**config.mk**
```make
export PLATFORM = sky130hd
export DESIGN_NAME = lrsr_cell
export DESIGN_NICKNAME = d
export VERILOG_FILES = /design/src/sv/latched_roll_stick_rotator_assert.svh /design/src/sv/lrsr_pkg.sv /design/src/sv/lrsr_cell.sv
export SDC_FILE = /design/constraint.sdc
export NUM_CORES = 1
export LEC_CHECK = 0
export BUFFER_PORTS_ARGS = -buffer_cell sky130_fd_sc_hd__buf_2
export CELL_PAD_IN_SITES_DETAIL_PLACEMENT = 0
export CELL_PAD_IN_SITES_GLOBAL_PLACEMENT = 1
export CORE_MARGIN = 3
export CORE_UTILIZATION = 30
export DETAILED_ROUTE_END_ITERATION = 8
export MAX_ROUTING_LAYER = met4
export PLACE_DENSITY_LB_ADDON = 0.2
export SYNTH_ARGS = -nofsm -noshare
export SYNTH_HDL_FRONTEND = slang
export SYNTH_SLANG_ARGS = --single-unit
export TNS_END_PERCENT = 10
```
**constraint.sdc**
```tcl
create_clock -name clk -period 8.8 [get_ports clk]
set_input_delay 1.32 -clock clk [delete_from_list [all_inputs] [get_ports clk]]
set_output_delay 1.32 -clock clk [all_outputs]
set_load 0.03 [all_outputs]
```
**src/sv/latched_roll_stick_rotator_assert.svh**
```systemverilog
`ifndef LATCHED_ROLL_STICK_ROTATOR_ASSERT_SVH
`define LATCHED_ROLL_STICK_ROTATOR_ASSERT_SVH

// Same-cycle implication, sampled on clk, off while rst_n is low.
`define LRSR_ASSERT_IMP(label, ante, cons, msg) \
  label: assert property (@(posedge clk) disable iff (!rst_n) (ante) |-> (cons)) \
    else $error(msg);

// Next-cycle implication, sampled on clk, off while rst_n is low.
`define LRSR_ASSERT_NXT(label, ante, cons, msg) \
  label: assert property (@(posedge clk) disable iff (!rst_n) (ante) |=> (cons)) \
    else $error(msg);

`endif

```
**src/sv/lrsr_pkg.sv**
```systemverilog
package lrsr_pkg;

  localparam int ANGLE_BITS_DEF      = 16;
  localparam int STICK_FRAC_BITS_DEF = 14;

  localparam int AXIS_W  = 16;   // stick and result fields
  localparam int ROLL_W  = 16;   // roll field
  localparam int TURN_W  = 32;   // binary angle inside the rotator
  localparam int CS_W    = 32;   // cosine / sine, Q2.30
  localparam int CS_FRAC = 30;

  localparam int CORDIC_STEPS = 30;
  localparam logic signed [CS_W-1:0] CORDIC_START = 32'sd652032874;

  // arctan(2^-i) in 2^32 units per turn
  localparam logic [TURN_W-1:0] ATAN_TURNS [CORDIC_STEPS] = '{
    32'd536870912, 32'd316933406, 32'd167458907, 32'd85004756, 32'd42667331,
    32'd21354465,  32'd10679838,  32'd5340245,   32'd2670163,  32'd1335087,
    32'd667544,    32'd333772,    32'd166886,    32'd83443,    32'd41722,
    32'd20861,     32'd10430,     32'd5215,      32'd2608,     32'd1304,
    32'd652,       32'd326,       32'd163,       32'd81,       32'd41,
    32'd20,        32'd10,        32'd5,         32'd3,        32'd1
  };

  localparam int CFG_IDX_W  = 1;
  localparam int CFG_DATA_W = 1;
  localparam logic [CFG_IDX_W-1:0] CFG_ENABLE        = 1'd0;
  localparam logic [CFG_IDX_W-1:0] CFG_BUTTON_SELECT = 1'd1;

  typedef struct packed {
    logic signed [AXIS_W-1:0] stick_yaw;
    logic signed [AXIS_W-1:0] stick_pitch;
    logic signed [ROLL_W-1:0] roll_angle;
    logic                     handbrake;
    logic                     boost;
  } lrsr_in_t;

  typedef struct packed {
    logic signed [AXIS_W-1:0] out_yaw;
    logic signed [AXIS_W-1:0] out_pitch;
    logic                     locked;
  } lrsr_out_t;

  // What one rotator cell hands to the next
  typedef struct packed {
    logic signed [CS_W-1:0]   x;
    logic signed [CS_W-1:0]   y;
    logic signed [TURN_W-1:0] z;
    logic signed [AXIS_W-1:0] yaw;
    logic signed [AXIS_W-1:0] pitch;
    logic                     locked;
    logic                     flip;
  } lrsr_cell_t;

endpackage

```
**src/sv/lrsr_cell.sv**
```systemverilog
module lrsr_cell #(
  parameter int STEP = 0
) (
  input  logic                 clk,
  input  logic                 rst_n,
  input  logic                 up_valid,
  output logic                 up_ready,
  input  lrsr_pkg::lrsr_cell_t up_data,
  output logic                 dn_valid,
  input  logic                 dn_ready,
  output lrsr_pkg::lrsr_cell_t dn_data
);
  import lrsr_pkg::*;

  localparam logic signed [TURN_W-1:0] ANGLE = signed'(ATAN_TURNS[STEP]);

  logic                     valid_r;
  lrsr_cell_t               data_r, data_nxt;
  logic signed [CS_W-1:0]   x_s, y_s, dx, dy;
  logic signed [TURN_W-1:0] z_s;

  assign up_ready = !valid_r || dn_ready;
  assign dn_valid = valid_r;
  assign dn_data  = data_r;

  // one micro-rotation: steer toward zero residual angle
  always_comb begin
    x_s      = up_data.x;
    y_s      = up_data.y;
    z_s      = up_data.z;
    dx       = y_s >>> STEP;
    dy       = x_s >>> STEP;
    data_nxt = up_data;
    if (!z_s[TURN_W-1]) begin
      data_nxt.x = x_s - dx;
      data_nxt.y = y_s + dy;
      data_nxt.z = z_s - ANGLE;
    end else begin
      data_nxt.x = x_s + dx;
      data_nxt.y = y_s - dy;
      data_nxt.z = z_s + ANGLE;
    end
  end

  always_ff @(posedge clk) begin
    if (!rst_n) begin
      valid_r <= 1'b0;
    end else if (up_ready) begin
      valid_r <= up_valid;
    end
  end

  always_ff @(posedge clk) begin
    if (up_ready && up_valid) begin
      data_r <= data_nxt;
    end
  end

endmodule

```
==> results of run 1 <==
==> final cells by class <==
cell class	count	area [um^2]	area share
diodes	1	2.50	0.000214
repair buffers	268	1350	0.115
multi-input cells	705	5060	0.432
clock inverters	14	114	0.00972
well taps	396	495	0.0423
clock buffers	17	425	0.0363
inverters	100	375	0.0320
flip-flops and latches	130	3890	0.332
==> critical path: cells and delay by family <==
kind | cells | cell delay, ns
compound gates | 6 | 1.30
fa+ha+maj | 1 | 0.58
buf+inv | 2 | 0.14
simple gates | 3 | 0.92
==> power by group <==
| group | switching (W) | total [W] | internal, W |
|---|---|---|---|
| logic | 0.000454 | 0.000673 | 0.000219 |
| clock network | 0.000289 | 0.000674 | 0.000385 |
| registers | 0.0000161 | 0.000781 | 0.000765 |
| total | 0.000758 | 0.00213 | 0.00137 |
==> placed cells by master (no fill, tap or decap), types with 19 or more instances in the layout <==
cell type,instances
nand2_1,56
nor3_1,19
buf_2,265
ha_1,94
a21oi_1,99
a21o_1,26
o21bai_1,20
o21ai_0,52
edfxtp_1,129
inv_1,94
xnor2_1,51
nor2_1,86
==> cells by family (layout without fill, tap and decap cells) <==
family / after synthesis / count (layout) / share of synthesized area
other cells: 0 / 1 / 0
compound gates: 314 / 314 / 0.226
mux: 6 / 6 / 0.00629
xor+xnor: 58 / 58 / 0.0532
fa+ha+maj: 98 / 98 / 0.132
simple gates: 229 / 229 / 0.113
buf+inv: 144 / 399 / 0.0626
flops: 130 / 130 / 0.408
==> registers in the layout (all words and copies together) (netlist names) <==
name / cells
dn_data: 129
dn_valid: 1
==> layer usage <==
metal	vias up	share of wire	global-route usage
met2	289	0.48	0.314
met4	0	0.010	0.0390
met1	3898	0.45	0.245
met5	-	0	-
met3	25	0.061	0.0310
li1	4001	-	-
==> stage by stage <==
step	util	hold WS (ns)	area, um^2	instances
after detailed placement	0.361	0.546	11200	1599
after global routing	0.378	0.607	11700	1631
after floorplan	-	0.885	9550	979
after CTS	0.378	0.556	11700	1630
final	0.378	0.545	11700	1631
after global placement	0.361	0.547	11200	1599
==> worst max-delay path by stage <==
stage,endpoint,slack (ns),cells past startpoint
after global routing,dn_data[91]$_DFFE_PP_,4.54,12
after CTS,dn_data[91]$_DFFE_PP_,4.76,12
final,dn_data[95]$_DFFE_PP_,4.74,12
after detailed placement,dn_data[91]$_DFFE_PP_,4.29,12
after global placement,dn_data[129]$_DFFE_PP_,4.33,12
after floorplan,dn_data[0]$_DFFE_PP_,3.64,2
==> results.sh, run 1 <==
export IMPL_status="complete, no violations"
export IMPL_numPortBuffers=265
export IMPL_start_kind="primary input"
export IMPL_layout_drive_gt1_share=0.274
export IMPL_post_cts_buffers=0
export IMPL_finalPower_w=0.00213
export IMPL_wl_mm=32.2
export IMPL_groute_usage_overall=0.189
export IMPL_async_flop_share=0
export IMPL_maxCapViolCount=0
export IMPL_routabilityCongestion=0.907
export IMPL_r2r_slack_ns=6.38
export IMPL_area_delta_synth_final_pct=22.7
export IMPL_critPathMaxFanout=15
export IMPL_cts_buffers=17
export IMPL_die_area_mm2=0.0340
export IMPL_period_needed_ns=4.06
export IMPL_grt_max_degree=76
export IMPL_r2r_end="dn_data[21]$_DFFE_PP_"
export IMPL_r2r_start="dn_valid$_SDFFE_PN0N_"
export IMPL_dpl_hpwl_mm=25.3
export IMPL_fill_cells=3229
export IMPL_cts_resized=0
export IMPL_drv_slew=0
export IMPL_worst_path_largest_cell_delay_ns=0.58
export IMPL_drt_pass1_iter_count=5
export IMPL_worst_slack_ns=4.74
export IMPL_synth_seq_cells=130
export IMPL_cp_arrival_ns=4.29
export IMPL_ys_dominant_reg_cell="edfxtp_1"
export IMPL_clk_pin_slew_ns=0.06
export IMPL_rows=64
export IMPL_synth_common_cells="129 x edfxtp_1, 99 x a21oi_1, 95 x inv_1, 94 x ha_1, 86 x nor2_1"
export IMPL_synth_fp_nets=1211
export IMPL_fmax_ghz=0.246
export IMPL_crit_type="primary input to register"
export IMPL_tns_ns=0
export IMPL_grt_pass1_wl_mm=48.0
export IMPL_grt_overflow=0
export IMPL_slew_headroom=0.377
export IMPL_cts_max_level=4
export IMPL_hold_viol=0
export IMPL_vias=8213
export IMPL_clk_path_buf_depth=2
export IMPL_avgSynthCellArea_um2=9.76
export IMPL_hold_buffers=0
export IMPL_r2r_cells=3
export IMPL_fin_skew_ns=0.0126
export IMPL_cts_root_buffer="clkbuf_16"
export IMPL_synth_distinct_cells=91
export IMPL_synth_top_cell_area_share=0.406
export IMPL_tightest_slew_ns=0.934
export IMPL_synth_top_area_cell="edfxtp_1"
export IMPL_clk_latency_ns=0.43
export IMPL_leakage_nw=5.17
export IMPL_fin_crit_sh=0.462
export IMPL_ioPinCount=266
export IMPL_drc=0
export IMPL_cp_end_kind="register"
export IMPL_synth_edf_count=129
export IMPL_antenna_found_initial=1
export IMPL_place_worst_setup_slack_ns=4.29
export IMPL_synth_cells=979
export IMPL_finalSetupViolCount=0
export IMPL_wl_per_cell_um=19.7
export IMPL_cts_tree="yes"
export IMPL_synth_most_common_cell="edfxtp_1"
export IMPL_clock_sinks=130
export IMPL_hp_class="register to register"
export IMPL_power_per_cell_area_mw_per_mm2=182
export IMPL_ys_top_cells_by_area="edfxtp_1 41%, ha_1 12%, a21oi_1 5.2%"
export IMPL_ys_warnings_count=0
export IMPL_worst_path_max_delay_cell="ha_1"
export IMPL_peakVddDrop_v=0.000123
export IMPL_drt_iter0_drc=569
export IMPL_worstHoldPathCells=2
export IMPL_rsz0062_at_grt="no"
export IMPL_core_area_mm2=0.0310
export IMPL_ant_nets=0
export IMPL_die_h_um=184
export IMPL_synth_area_mm2=0.00955
export IMPL_critPathLaunch="up_data[72]"
export IMPL_path_cells="buf_2 -> inv_1 -> ha_1 -> or3b_1 -> a31oi_1 -> or4_4 -> o21ai_4 -> o21ai_1 -> a21oi_1 -> o211ai_1 -> and2_1 -> o22ai_1"
export IMPL_worstHoldStart="dn_valid$_SDFFE_PN0N_"
export IMPL_seq_area_frac_synth=0.408
export IMPL_nets=1454
export IMPL_die_w_um=184
export IMPL_start_util=0.308
export IMPL_post_drt_via_cell_ratio=5.04
export IMPL_grt_pass1_vias=8009
export IMPL_worstPathRequired_ns=9.03
export IMPL_min_to="dn_valid$_SDFFE_PN0N_"
Power figures use the tool's default switching activity.
==> run 2, diff against run 1 <==
Clock period 8.8 ns to 3.7 ns, I/O delays scaled along.
==> run 2 against run 1 <==
  * First-iteration DRC count unchanged
  * Critical path depth unchanged
  * Clock skew down 0.0036 ns
  * Sequential share of layout area decreased by 1.0 points
  * Die area unchanged
==> results.sh, run 2 (synthesized netlist as in run 1, its figures left out) <==
export IMPL_crit_type="primary input to register"
export IMPL_hold_buffers=0
export IMPL_hold_ws_ns=0.301
export IMPL_hold_viol=0
export IMPL_final_cells=1666
export IMPL_clock_sinks=130
export IMPL_routabilityCongestion=0.882
export IMPL_leakage_nw=5.38
export IMPL_numPortBuffers=265
export IMPL_die_area_mm2=0.0340
export IMPL_start_kind="primary input"
export IMPL_stdcell_area_mm2=0.0121
export IMPL_core_area_mm2=0.0310
export IMPL_clk_pin_slew_ns=0.07
export IMPL_ant_nets=0
export IMPL_finalPower_w=0.00538
export IMPL_drt_iter0_drc=569
export IMPL_cp_end_kind="register"
export IMPL_grt_pass1_wl_mm=48.9
export IMPL_vias=8448
export IMPL_die_h_um=184
export IMPL_mostFrequentLayoutCell="buf_2"
export IMPL_placedCellCount=1634
export IMPL_period_needed_ns=3.27
export IMPL_cp_arrival_ns=3.45
export IMPL_cts_buffers=17
export IMPL_post_drt_via_cell_ratio=5.07
export IMPL_cts_root_buffer="clkbuf_16"
export IMPL_layout_common_cells="265 x buf_2, 129 x edfxtp_1, 99 x a21oi_1"
export IMPL_drc=0
export IMPL_tns_ns=0
export IMPL_clk_latency_ns=0.42
export IMPL_drt_pass1_iter_count=6
export IMPL_power_per_cell_area_mw_per_mm2=445
export IMPL_antenna_found_initial=0
export IMPL_slew_headroom=0.355
export IMPL_dpl_hpwl_mm=25.9
export IMPL_cts_tree="yes"
export IMPL_layout_drive_gt1_share=0.296
export IMPL_clk_path_buf_depth=2
export IMPL_drv_slew=0
export IMPL_hp_class="primary input to register"
export IMPL_cts_resized=0
export IMPL_maxCapViolCount=0
export IMPL_finalSetupViolCount=0
export IMPL_num_antenna_cells=0
export IMPL_area_delta_synth_final_pct=26.5
export IMPL_grt_pass1_vias=8357
export IMPL_status="complete, no violations"
export IMPL_worstPathRequired_ns=3.88
export IMPL_critPathMaxFanout=13
export IMPL_peakVddDrop_v=0.000336
export IMPL_fmax_ghz=0.306
export IMPL_groute_usage_overall=0.193
export IMPL_fin_skew_ns=0.00897
export IMPL_cts_max_level=4
export IMPL_post_cts_buffers=0
export IMPL_nets=1489
export IMPL_grt_overflow=0
export IMPL_dpl_cell_area_mm2=0.0115
export IMPL_fin_crit_sh=0.883
export IMPL_rows=64
export IMPL_wl_per_cell_um=19.7
export IMPL_start_util=0.308
export IMPL_wl_mm=32.9
export IMPL_ioPinCount=266
export IMPL_die_w_um=184
export IMPL_grt_max_degree=85
export IMPL_largest_reg_flops=129
export IMPL_rsz0062_at_grt="no"
export IMPL_tightest_slew_ns=0.967
run 2: changes by cell type in the layout (fill, tap and decap cells not counted), sizes merged:
cell / before / now
buf: 268 / 303
clkinv: 11 / 6
bufinv: 1 / 4
inv: 99 / 101
clkbuf: 17 / 18
diode: 1 / 0
run 2: worst paths after layout:
check / startpoint / endpoint / slack, ns / cells past startpoint
setup / recovery: up_data[73] / dn_data[91]$_DFFE_PP_ / 0.43 / 12
setup reg to reg: dn_valid$_SDFFE_PN0N_ / dn_data[45]$_DFFE_PP_ / 2.13 / 3
hold / removal: up_data[48] / dn_data[48]$_DFFE_PP_ / 0.30 / 1
hold reg to reg: dn_valid$_SDFFE_PN0N_ / dn_valid$_SDFFE_PN0N_ / 0.56 / 2
run 2: area by class of cell:
cell class / count / area, um^2
sequential: 130 / 3890
multi-input combinational: 705 / 5060
clock inverter: 14 / 203
clock buffer: 18 / 429
fill: 3173 / 18900
timing repair buffer: 303 / 1620
tap: 396 / 495
inverter: 100 / 375
run 2: layer usage:
| layer | vias up | track usage | part of all wire |
|---|---|---|---|
| li1 | 4069 | - | - |
| met1 | 3983 | 0.245 | 0.44 |
| met2 | 354 | 0.315 | 0.47 |
| met3 | 42 | 0.0332 | 0.069 |
| met4 | 0 | 0.0575 | 0.020 |
| met5 | - | - | 0 |
run 2: through the flow:
step | setup WS (ns) | util
3_5_place_dp | 0.0669 | 0.370
2_1_floorplan | 0.721 | -
3_3_place_gp | 0.0554 | 0.370
6_report | 0.432 | 0.390
4_1_cts | 0.529 | 0.390
5_1_grt | 0.316 | 0.390
run 2: power breakdown:
group | internal (W) | switching (W) | leakage [nW] | total [W]
Sequential | 0.00182 | 0.0000404 | 1.26 | 0.00186
Clock | 0.00114 | 0.000727 | 0.299 | 0.00187
Combinational | 0.000566 | 0.00109 | 3.83 | 0.00165
Total | 0.00353 | 0.00186 | 5.38 | 0.00538
run 2: critical path, stage by stage:
cell       delay (ns)
buf_2            0.10
inv_1            0.04
ha_1             0.53
and4_4           0.34
o21ai_2          0.06
a31oi_1          0.38
o31ai_2          0.21
a31oi_1          0.33
a31oi_1          0.22
o31ai_1          0.38
o21ai_0          0.15
o2bb2ai_1        0.16
