==> src/sv/latched_roll_stick_rotator_assert.svh <==
`ifndef LATCHED_ROLL_STICK_ROTATOR_ASSERT_SVH
`define LATCHED_ROLL_STICK_ROTATOR_ASSERT_SVH

// Same-cycle implication, sampled on clk, off while rst_n is low.
`define LRSR_ASSERT_IMP(label, ante, cons, msg) \
  label: assert property (@(posedge clk) disable iff (!rst_n) (ante) |-> (cons)) \
    else $error(msg);

// Next-cycle implication, sampled on clk, off while rst_n is low.
`define LRSR_ASSERT_NXT(label, ante, cons, msg) \
  label: assert property (@(posedge clk) disable iff (!rst_n) (ante) |=> (cons)) \
    else $error(msg);

`endif

==> src/sv/lrsr_pkg.sv <==
package lrsr_pkg;

  localparam int ANGLE_BITS_DEF      = 16;
  localparam int STICK_FRAC_BITS_DEF = 14;

  localparam int AXIS_W  = 16;   // stick and result fields
  localparam int ROLL_W  = 16;   // roll field
  localparam int TURN_W  = 32;   // binary angle inside the rotator
  localparam int CS_W    = 32;   // cosine / sine, Q2.30
  localparam int CS_FRAC = 30;

  localparam int CORDIC_STEPS = 30;
  localparam logic signed [CS_W-1:0] CORDIC_START = 32'sd652032874;

  // arctan(2^-i) in 2^32 units per turn
  localparam logic [TURN_W-1:0] ATAN_TURNS [CORDIC_STEPS] = '{
    32'd536870912, 32'd316933406, 32'd167458907, 32'd85004756, 32'd42667331,
    32'd21354465,  32'd10679838,  32'd5340245,   32'd2670163,  32'd1335087,
    32'd667544,    32'd333772,    32'd166886,    32'd83443,    32'd41722,
    32'd20861,     32'd10430,     32'd5215,      32'd2608,     32'd1304,
    32'd652,       32'd326,       32'd163,       32'd81,       32'd41,
    32'd20,        32'd10,        32'd5,         32'd3,        32'd1
  };

  localparam int CFG_IDX_W  = 1;
  localparam int CFG_DATA_W = 1;
  localparam logic [CFG_IDX_W-1:0] CFG_ENABLE        = 1'd0;
  localparam logic [CFG_IDX_W-1:0] CFG_BUTTON_SELECT = 1'd1;

  typedef struct packed {
    logic signed [AXIS_W-1:0] stick_yaw;
    logic signed [AXIS_W-1:0] stick_pitch;
    logic signed [ROLL_W-1:0] roll_angle;
    logic                     handbrake;
    logic                     boost;
  } lrsr_in_t;

  typedef struct packed {
    logic signed [AXIS_W-1:0] out_yaw;
    logic signed [AXIS_W-1:0] out_pitch;
    logic                     locked;
  } lrsr_out_t;

  // What one rotator cell hands to the next
  typedef struct packed {
    logic signed [CS_W-1:0]   x;
    logic signed [CS_W-1:0]   y;
    logic signed [TURN_W-1:0] z;
    logic signed [AXIS_W-1:0] yaw;
    logic signed [AXIS_W-1:0] pitch;
    logic                     locked;
    logic                     flip;
  } lrsr_cell_t;

endpackage

==> src/sv/lrsr_front.sv <==
`include "latched_roll_stick_rotator_assert.svh"

module lrsr_front #(
  parameter int ANGLE_BITS = lrsr_pkg::ANGLE_BITS_DEF
) (
  input  logic                             clk,
  input  logic                             rst_n,
  input  logic                             cfg_we,
  input  logic [lrsr_pkg::CFG_IDX_W-1:0]   cfg_index,
  input  logic [lrsr_pkg::CFG_DATA_W-1:0]  cfg_data,
  input  logic                             in_valid,
  output logic                             in_ready,
  input  lrsr_pkg::lrsr_in_t               in_data,
  output logic                             dn_valid,
  input  logic                             dn_ready,
  output lrsr_pkg::lrsr_cell_t             dn_data
);
  import lrsr_pkg::*;

  logic                  enable_r;
  logic                  sel_r;
  logic                  lock_on_r, lock_nxt;
  logic [ANGLE_BITS-1:0] held_roll_r, held_nxt;
  logic                  valid_r;
  lrsr_cell_t            data_r, data_nxt;

  logic                  acc;
  logic                  lock_clr;
  logic                  pressed;
  logic [TURN_W-1:0]     roll_ext;
  logic [ANGLE_BITS-1:0] roll_a;
  logic [ANGLE_BITS-1:0] diff;
  logic [TURN_W-1:0]     turn;
  logic                  flip;

  assign in_ready = !valid_r || dn_ready;
  assign acc      = in_valid && in_ready;
  assign dn_valid = valid_r;
  assign dn_data  = data_r;

  // a write of zero to enable drops the lock at once
  assign lock_clr = cfg_we && (cfg_index == CFG_ENABLE) && !cfg_data[0];

  assign roll_ext = {{(TURN_W-ROLL_W){in_data.roll_angle[ROLL_W-1]}}, in_data.roll_angle};
  assign roll_a   = roll_ext[ANGLE_BITS-1:0];
  assign pressed  = sel_r ? in_data.boost : in_data.handbrake;

  always_comb begin
    lock_nxt = lock_on_r;
    held_nxt = held_roll_r;
    if (!enable_r) begin
      lock_nxt = 1'b0;
    end else if (pressed && !lock_on_r) begin
      held_nxt = roll_a;
      lock_nxt = 1'b1;
    end else if (!pressed && lock_on_r) begin
      lock_nxt = 1'b0;
    end
    diff = roll_a - held_nxt;
    turn = {diff, {(TURN_W-ANGLE_BITS){1'b0}}};
    // fold the angle into the right half plane, negate the result later
    flip = turn[TURN_W-1] ^ turn[TURN_W-2];
    data_nxt.x      = CORDIC_START;
    data_nxt.y      = '0;
    data_nxt.z      = signed'(turn ^ {flip, {(TURN_W-1){1'b0}}});
    data_nxt.yaw    = in_data.stick_yaw;
    data_nxt.pitch  = in_data.stick_pitch;
    data_nxt.locked = lock_nxt;
    data_nxt.flip   = flip;
  end

  always_ff @(posedge clk) begin
    if (!rst_n) begin
      enable_r    <= 1'b0;
      sel_r       <= 1'b0;
      lock_on_r   <= 1'b0;
      held_roll_r <= '0;
      valid_r     <= 1'b0;
    end else begin
      if (in_ready) begin
        valid_r <= in_valid;
      end
      if (acc) begin
        held_roll_r <= held_nxt;
      end
      if (lock_clr) begin
        lock_on_r <= 1'b0;
      end else if (acc) begin
        lock_on_r <= lock_nxt;
      end
      if (cfg_we) begin
        case (cfg_index)
          CFG_ENABLE: begin
            enable_r <= cfg_data[0];
          end
          CFG_BUTTON_SELECT: begin
            sel_r <= cfg_data[0];
          end
          default: begin
          end
        endcase
      end
    end
  end

  always_ff @(posedge clk) begin
    if (acc) begin
      data_r <= data_nxt;
    end
  end

  `LRSR_ASSERT_IMP(a_disabled_unlocked, !enable_r, !lock_on_r, "lock set while disabled")
  `LRSR_ASSERT_NXT(a_capture, acc && enable_r && pressed && !lock_on_r && !cfg_we, lock_on_r && held_roll_r == $past(roll_a), "press edge did not capture roll")

endmodule

==> config.mk <==
export PLATFORM = sky130hd
export DESIGN_NAME = lrsr_front
export DESIGN_NICKNAME = d
export VERILOG_FILES = /design/src/sv/lrsr_pkg.sv /design/src/sv/lrsr_front.sv
export VERILOG_INCLUDE_DIRS = /design/src /design/src/sv
export SDC_FILE = /design/constraint.sdc
export NUM_CORES = 1
export LEC_CHECK = 0
export BUFFER_PORTS_ARGS = -buffer_cell sky130_fd_sc_hd__buf_4
export CORE_MARGIN = 2
export CORE_UTILIZATION = 40
export CTS_BUF_LIST = sky130_fd_sc_hd__clkbuf_4 sky130_fd_sc_hd__clkbuf_8 sky130_fd_sc_hd__clkbuf_16
export CTS_CLUSTER_DIAMETER = 30
export CTS_CLUSTER_SIZE = 8
export DETAILED_ROUTE_END_ITERATION = 8
export GPL_ROUTABILITY_DRIVEN = 0
export HOLD_SLACK_MARGIN = 0.06
export PLACE_DENSITY = 0.78
export SLEW_MARGIN = 20
export SYNTH_ARGS = -nofsm -noshare
export SYNTH_HDL_FRONTEND = slang
export SYNTH_SLANG_ARGS = --single-unit
==> constraint.sdc <==
create_clock -name clk -period 6.09 [get_ports clk]
set_input_delay 1.5225 -clock clk [delete_from_list [all_inputs] [get_ports clk]]
set_output_delay 1.5225 -clock clk [all_outputs]
set_load 0.01 [all_outputs]
==> summary.md, run 1 <==
| Metric | Value |
|---|---|
| Status | complete, no violations |
| CP required | 6.18 ns |
| Pleak | 0.002124 uW |
| Top FF cell, synth | edfxtp_1 |
| Global-route wire length before repair | 11.41 mm |
| CTS tree | yes |
| # Post-CTS Setup Buffers | 0 |
| RSZ-0062 raised after global routing | false |
| Chip height | 103.3 um |
| DR WL/cell | 12.82 um |
| Number of hold buffers added after CTS | 0 |
| CTS sink cnt | 69 |
| Endpoint class of the critical path | register |
| Critical Setup Path Class | in -> reg |
| Yosys top cell by area | edfxtp_1 |
| Core Area | 9684 sq um |
| DRT antenna net count | 0 |
| Crit start category | input port |
| Worst Hold Class | reg -> reg |
| Hold Fails Final Rpt | 0 |
| Residual DRC | 0 |
| # rows | 36 |
| Clk root buf | clkbuf_8 |
| Max Cap Violations | 0 |
| Power per Cell Area | 235.9 nW/um^2 |
| Hpwl dp | 6.055 mm |
| Instance count of the mapped netlist | 368 |
| Initial Utilization | 0.4072 |
| PostCTS Resize Cnt | 0 |
| Share of cells above drive strength 1 | 0.2884 |
| Fin Setup TNS | 0 ns |
| Vias/cell | 4.507 |
| Critical Path AT | 4.84 ns |
| CTS Buf Count | 9 |
| PortBufs | 108 |
| Slew margin rel. | 0.6413 |
| Initial antenna violation count | 0 |
| Critical Path, Cell by Cell | buf_4, mux2_4, nand2_4, nor2_1, a21oi_1, inv_1, fa_1, nand2b_4, a311oi_2, o31ai_2, o311ai_2, a32oi_1, o21bai_2, a21oi_2, xnor2_2, xnor3_1 |
| Top post-synthesis cells by area | edfxtp_1, buf_4, dfxtp_1 |
| Min cycle time layout | 4.757 ns |
| Antenna fix cells | 0 |
| Vias in the first global route | 2428 |
| Worst-skew pair later-pin latency | 0.34 ns |
| Max VDD drop | 0.00009495 V |
| Ys async rst share | 0 |
| R2r setup slk | 2.19 ns |
| Critical path fanouts, max | 18 |
| Synth unique cells | 57 |
| Largest net degree at the start of global routing | 45 |
| Worst-margin pin slew | 0.5380 ns |
| I/O Pins | 189 |
| Top-count cell post-synth | buf_4 |
| Worst-case reg-to-reg path depth | 15 |
| Mapped Area | 3944 sq um |
| Clock transition at path regs | 0.07 ns |
| Gr ovfl total | 0 |
| Register bit total from synthesis | 69 |
| Register area share after synthesis | 0.4746 |
| Setup Viol. Count Final | 0 |
| Final Cell Area | 4758 sq um |
| DR iter-0 viols | 128 |
| H-tree level count | 3 |
| Most frequent cells after synthesis | buf_4, edfxtp_1, nand2_1 |
| Fmax | 210.2 MHz |
| Max Buffers Root-to-Sink | 2 |
| Die Area | 10670 sq um |
| YS warnings | 0 |
| Worst path depth | 16 |
| Reg2reg end | dn_data[0]$_DFFE_PP_ |
| EDFF count, synth | 49 |
| HP Start | held_roll_r[15]$_SDFFE_PN0P_ |
| Final Max Tran Viols | 0 |
| Area delta synth->final | 20.65% |
| Die Wd | 103.3 um |
| Crit-path max cell delay | 0.44 ns |
| Syn avg cell area | 10.72 sq um |
| First-pass detailed-route iteration total | 4 |
| Hold path endpoint | held_roll_r[15]$_SDFFE_PN0P_ |
| Hold path depth | 2 |
| Cell family with the largest share of critical-path delay | compound AO/OA/AOI/OAI gates |
| Fin nets | 543 |
| Slowest CP cell | fa_1 |
| Via Count | 2772 |
| Final worst-path cycle share | 0.7810 |
| Top-area cell type share of the netlist area | 0.3731 |
| Drt total wl | 7.885 mm |
| Total GRT Usage | 0.1405 |
| Placed Area | 4586 sq um |
| Worst r2r src | sel_r$_SDFFE_PN0P_ |
| Worst path bufs/invs | 2 |
| Clock skew | 0.006335 ns |
power by group:
part           internal [uW]  switching, uW
logic                    111            131
clock network            160            163
registers                545           12.1
metal layers:
layer | up-vias | global-route usage | wire [um]
met3 | 12 | 0.04839 | 1042
met2 | 176 | 0.2498 | 3844
met5 | - | 0 | 0
met1 | 1248 | 0.1509 | 2867
met4 | 0 | 0.06275 | 131
li1 | 1336 | - | -
how the worst max path moves through the flow:
stage                          start                   end  slack (ns)
after floorplan           in_data[0]  dn_data[0]$_DFFE_PP_        1.22
after global placement    in_data[1]  dn_data[0]$_DFFE_PP_        1.16
after detailed placement  in_data[1]  dn_data[0]$_DFFE_PP_        1.01
after CTS                 in_data[1]  dn_data[0]$_DFFE_PP_        1.35
after global routing      in_data[1]  dn_data[0]$_DFFE_PP_        1.14
final                     in_data[1]  dn_data[0]$_DFFE_PP_        1.33
cell families after synthesis:
kind of cell / Yosys count / share of synthesized area
buf+inv: 103 / 0.1758
simple gates: 87 / 0.1088
flops: 69 / 0.4746
compound gates: 67 / 0.1285
xor+xnor: 18 / 0.04537
fa+ha+maj: 12 / 0.03839
mux: 10 / 0.02665
other cells: 2 / 0.001904
cell type report:
class,count,area [sq um]
fillers,902,4926
clock inverters,5,27.53
well taps,133,166.4
flip-flops and latches,69,1872
repair buffers,110,825.8
clock buffers,11,145.1
multi-input cells,274,1673
inverters,13,48.80
sequential cells by signal, indices dropped and copies added (netlist names):
| name | count |
|---|---|
| dn_data | 49 |
| dn_valid | 1 |
| enable_r | 1 |
| held_roll_r | 16 |
| lock_on_r | 1 |
| sel_r | 1 |
tightest hold or removal path: cells and delay by family (launching register included):
kind	cells	cell delay, ns
flops	1	0.32
compound gates	1	0.06
simple gates	1	0.05
metrics by stage:
stage          power [uW]  setup slack, ns  hold WS (ns)  instances    util
6_report             1123            1.333        0.4858        615  0.4913
5_1_grt              1181            1.142        0.5228        615  0.4913
4_1_cts              1135            1.346        0.4922        615  0.4913
3_5_place_dp        810.0            1.013        0.4827        599  0.4735
3_3_place_gp        801.3            1.164        0.4641        599  0.4735
2_1_floorplan       750.9            1.223        0.4553        446       -
placed cells by master (no fill, tap or decap), types with 6 or more instances in the layout:
cell type	n
conb_1	80
clkbuf_8	10
nor2b_1	10
o21ai_0	11
a21oi_1	14
xnor2_1	10
ha_1	8
xor2_1	6
a21boi_0	11
o211a_1	8
edfxtp_1	49
inv_1	13
dfxtp_1	20
mux2i_1	9
nand2_1	42
buf_4	110
nor2_1	8
(Power assumes the default switching activity.)
==> inputs of run 2 (changes only) <==
- clock period: 6.09 -> 4.9 ns (I/O delays scaled with it)
==> run 2 against run 1 <==
  * Die area stayed put
  * Via count did not move
  * Setup slack lost 0.86 ns
  * Core utilization grew 0.25 points
  * Power grew 29%
  * Combinational power up 24%
  * First-iteration DRC count is 9.4% higher
  * Sequential power grew 24%
  * Highest routed layer unchanged
==> summary.md, run 2 (same netlist as run 1, synthesis figures left out) <==
| Metric | Value |
|---|---|
| Core Area | 9684 sq um (unchanged) |
| First-pass detailed-route iteration total | 6 (+2) |
| Setup Viol. Count Final | 0 (unchanged) |
| Final worst-path cycle share | 0.9039 |
| Worst Hold Class | reg -> reg |
| Gr ovfl total | 0 (unchanged) |
| Area of the multi-input gates | 1673 sq um (unchanged) |
| Vias/cell | 4.507 (unchanged) |
| Endpoint class of the critical path | register |
| Antenna fix cells | 0 (unchanged) |
| Max Buffers Root-to-Sink | 2 (unchanged) |
| Die Area | 10670 sq um (unchanged) |
| Residual DRC | 0 (unchanged) |
| I/O Pins | 189 (unchanged) |
| Final hold slack | 0.4861 ns (+0.0003640 ns) |
| Max FFs per register | 49 (unchanged) |
| CP required | 4.98 ns (-1.20 ns) |
| Reg2reg end | dn_data[0]$_DFFE_PP_ |
| Clock transition at path regs | 0.07 ns (about the same) |
| CTS tree | yes |
| Fmax | 225.8 MHz |
| Max VDD drop | 0.0001180 V (+24%) |
| Post-Place Cells | 599 (unchanged) |
| Fin nets | 543 (unchanged) |
| Share of cells above drive strength 1 | 0.2884 (unchanged) |
| Area delta synth->final | 21.26% |
| CTS Buf Count | 9 (unchanged) |
| Hpwl dp | 6.037 mm (-0.29%) |
| PortBufs | 108 (unchanged) |
| Filler Cells Inserted | 875 (-3.0%) |
| Critical Setup Path Class | in -> reg |
| Worst-margin pin slew | 0.7779 ns (+0.2399 ns) |
| Worst r2r src | sel_r$_SDFFE_PN0P_ |
| Status | complete, no violations |
| Clk root buf | clkbuf_8 |
| RSZ-0062 raised after global routing | false |
| Number of hold buffers added after CTS | 0 (unchanged) |
| Fin Setup TNS | 0 ns (unchanged) |
| Crit start category | input port |
| Post-route insts no fill | 615 (unchanged) |
| Commonest non-fill, non-tap cell in the layout | buf_4 |
| Via Count | 2772 (unchanged) |
| Hold Fails Final Rpt | 0 (unchanged) |
| H-tree level count | 3 (unchanged) |
| CTS sink cnt | 69 (unchanged) |
| Hold path depth | 2 (unchanged) |
| Chip height | 103.3 um (unchanged) |
| DR iter-0 viols | 140 (+9.4%) |
| Die Wd | 103.3 um (unchanged) |
| # Post-CTS Setup Buffers | 0 (unchanged) |
| Worst-case reg-to-reg path depth | 15 (unchanged) |
| Global-route wire length before repair | 11.65 mm (+2.1%) |
| Max Cap Violations | 0 (unchanged) |
| Clock skew | 0.007297 ns (+0.0009612 ns) |
| Commonest non-fill, non-tap cells in the layout | buf_4, conb_1, edfxtp_1, nand2_1, dfxtp_1 |
| Vias in the first global route | 2477 (+2.0%) |
| Final Max Tran Viols | 0 (unchanged) |
| PostCTS Resize Cnt | 0 (unchanged) |
| Initial Utilization | 0.4072 (unchanged) |
| HP Start | held_roll_r[15]$_SDFFE_PN0P_ |
| Hold path endpoint | held_roll_r[15]$_SDFFE_PN0P_ |
| R2r setup slk | 1.01 ns (-1.18 ns) |
| Total GRT Usage | 0.1452 (+0.004682) |
| DR WL/cell | 12.78 um (-0.36%) |
| Pleak | 0.002130 uW (+0.29%) |
| Design Power | 1449 uW (+29%) |
| Slew margin rel. | 0.4814 (-0.1599) |
| DRT antenna net count | 0 (unchanged) |
| Power per Cell Area | 303.1 nW/um^2 (+28%) |
| Critical Path AT | 4.51 ns (-0.33 ns) |
| Min cycle time layout | 4.429 ns |
| # rows | 36 (unchanged) |
| Initial antenna violation count | 0 (unchanged) |
| Drt total wl | 7.857 mm (-0.36%) |
| Worst-skew pair later-pin latency | 0.34 ns (about the same) |
| Critical path fanouts, max | 18 (unchanged) |
| Register area | 1872 sq um (unchanged) |
| Largest net degree at the start of global routing | 39 (-13%) |
## run 2: changes by cell type in the layout (fill, tap and decap cells not counted), sizes merged
cell	previous run	this run
clkinv	5	3
clkinvlp	0	1
bufinv	0	1
## run 2: stage by stage
stage / setup slack, ns / instance area [sq um] / util
after floorplan: 0.3301 / 4237 / -
final: 0.4707 / 4782 / 0.4938
after global routing: 0.2167 / 4782 / 0.4938
after detailed placement: 0.1596 / 4586 / 0.4735
after CTS: 0.5252 / 4782 / 0.4938
after global placement: 0.2720 / 4586 / 0.4735
## run 2: where the power goes
group | leakage, uW | total [uW] | switching [uW] | internal [uW]
combinational | 0.00139 | 301 | 163 | 138
sequential | 0.000638 | 692 | 14.7 | 677
clock | 0.000100 | 456 | 205 | 251
## run 2: area by class of cell
type | instances | share of cell area
clock inverter | 5 | 0.01073
sequential | 69 | 0.3914
clock buffer | 11 | 0.03035
inverter | 13 | 0.01020
tap | 133 | 0.03480
multi-input combinational | 274 | 0.3498
timing repair buffer | 110 | 0.1727
## run 2: critical path, stage by stage
cell and delay [ns]:
buf_4 0.11, mux2_4 0.29, nand2_4 0.17, nor2_1 0.06
a21oi_1 0.23, inv_1 0.10, fa_1 0.43, nand2b_4 0.17
a311oi_2 0.30, o31ai_2 0.13, o311ai_2 0.27, a32oi_1 0.16
o21bai_2 0.20, a21oi_2 0.09, xnor2_2 0.14, xnor3_1 0.41
## run 2: routing by layer
metal / GRT usage / part of all wire / vias up
met5: 0 / 0 / -
met4: 0.07490 / 0.023 / 0
met3: 0.05376 / 0.12 / 15
met2: 0.2483 / 0.47 / 167
met1: 0.1577 / 0.38 / 1251
li1: - / - / 1339
## run 2: worst max path at each step
stage	endpoint	from	cells past startpoint	slack (ns)
2_1_floorplan	dn_data[0]$_DFFE_PP_	in_data[0]	15	0.33
5_1_grt	dn_data[63]$_DFFE_PP_	in_data[1]	15	0.22
3_5_place_dp	dn_data[0]$_DFFE_PP_	in_data[1]	16	0.16
4_1_cts	dn_data[0]$_DFFE_PP_	in_data[1]	16	0.53
6_report	dn_data[0]$_DFFE_PP_	in_data[1]	16	0.47
3_3_place_gp	dn_data[0]$_DFFE_PP_	in_data[1]	16	0.27
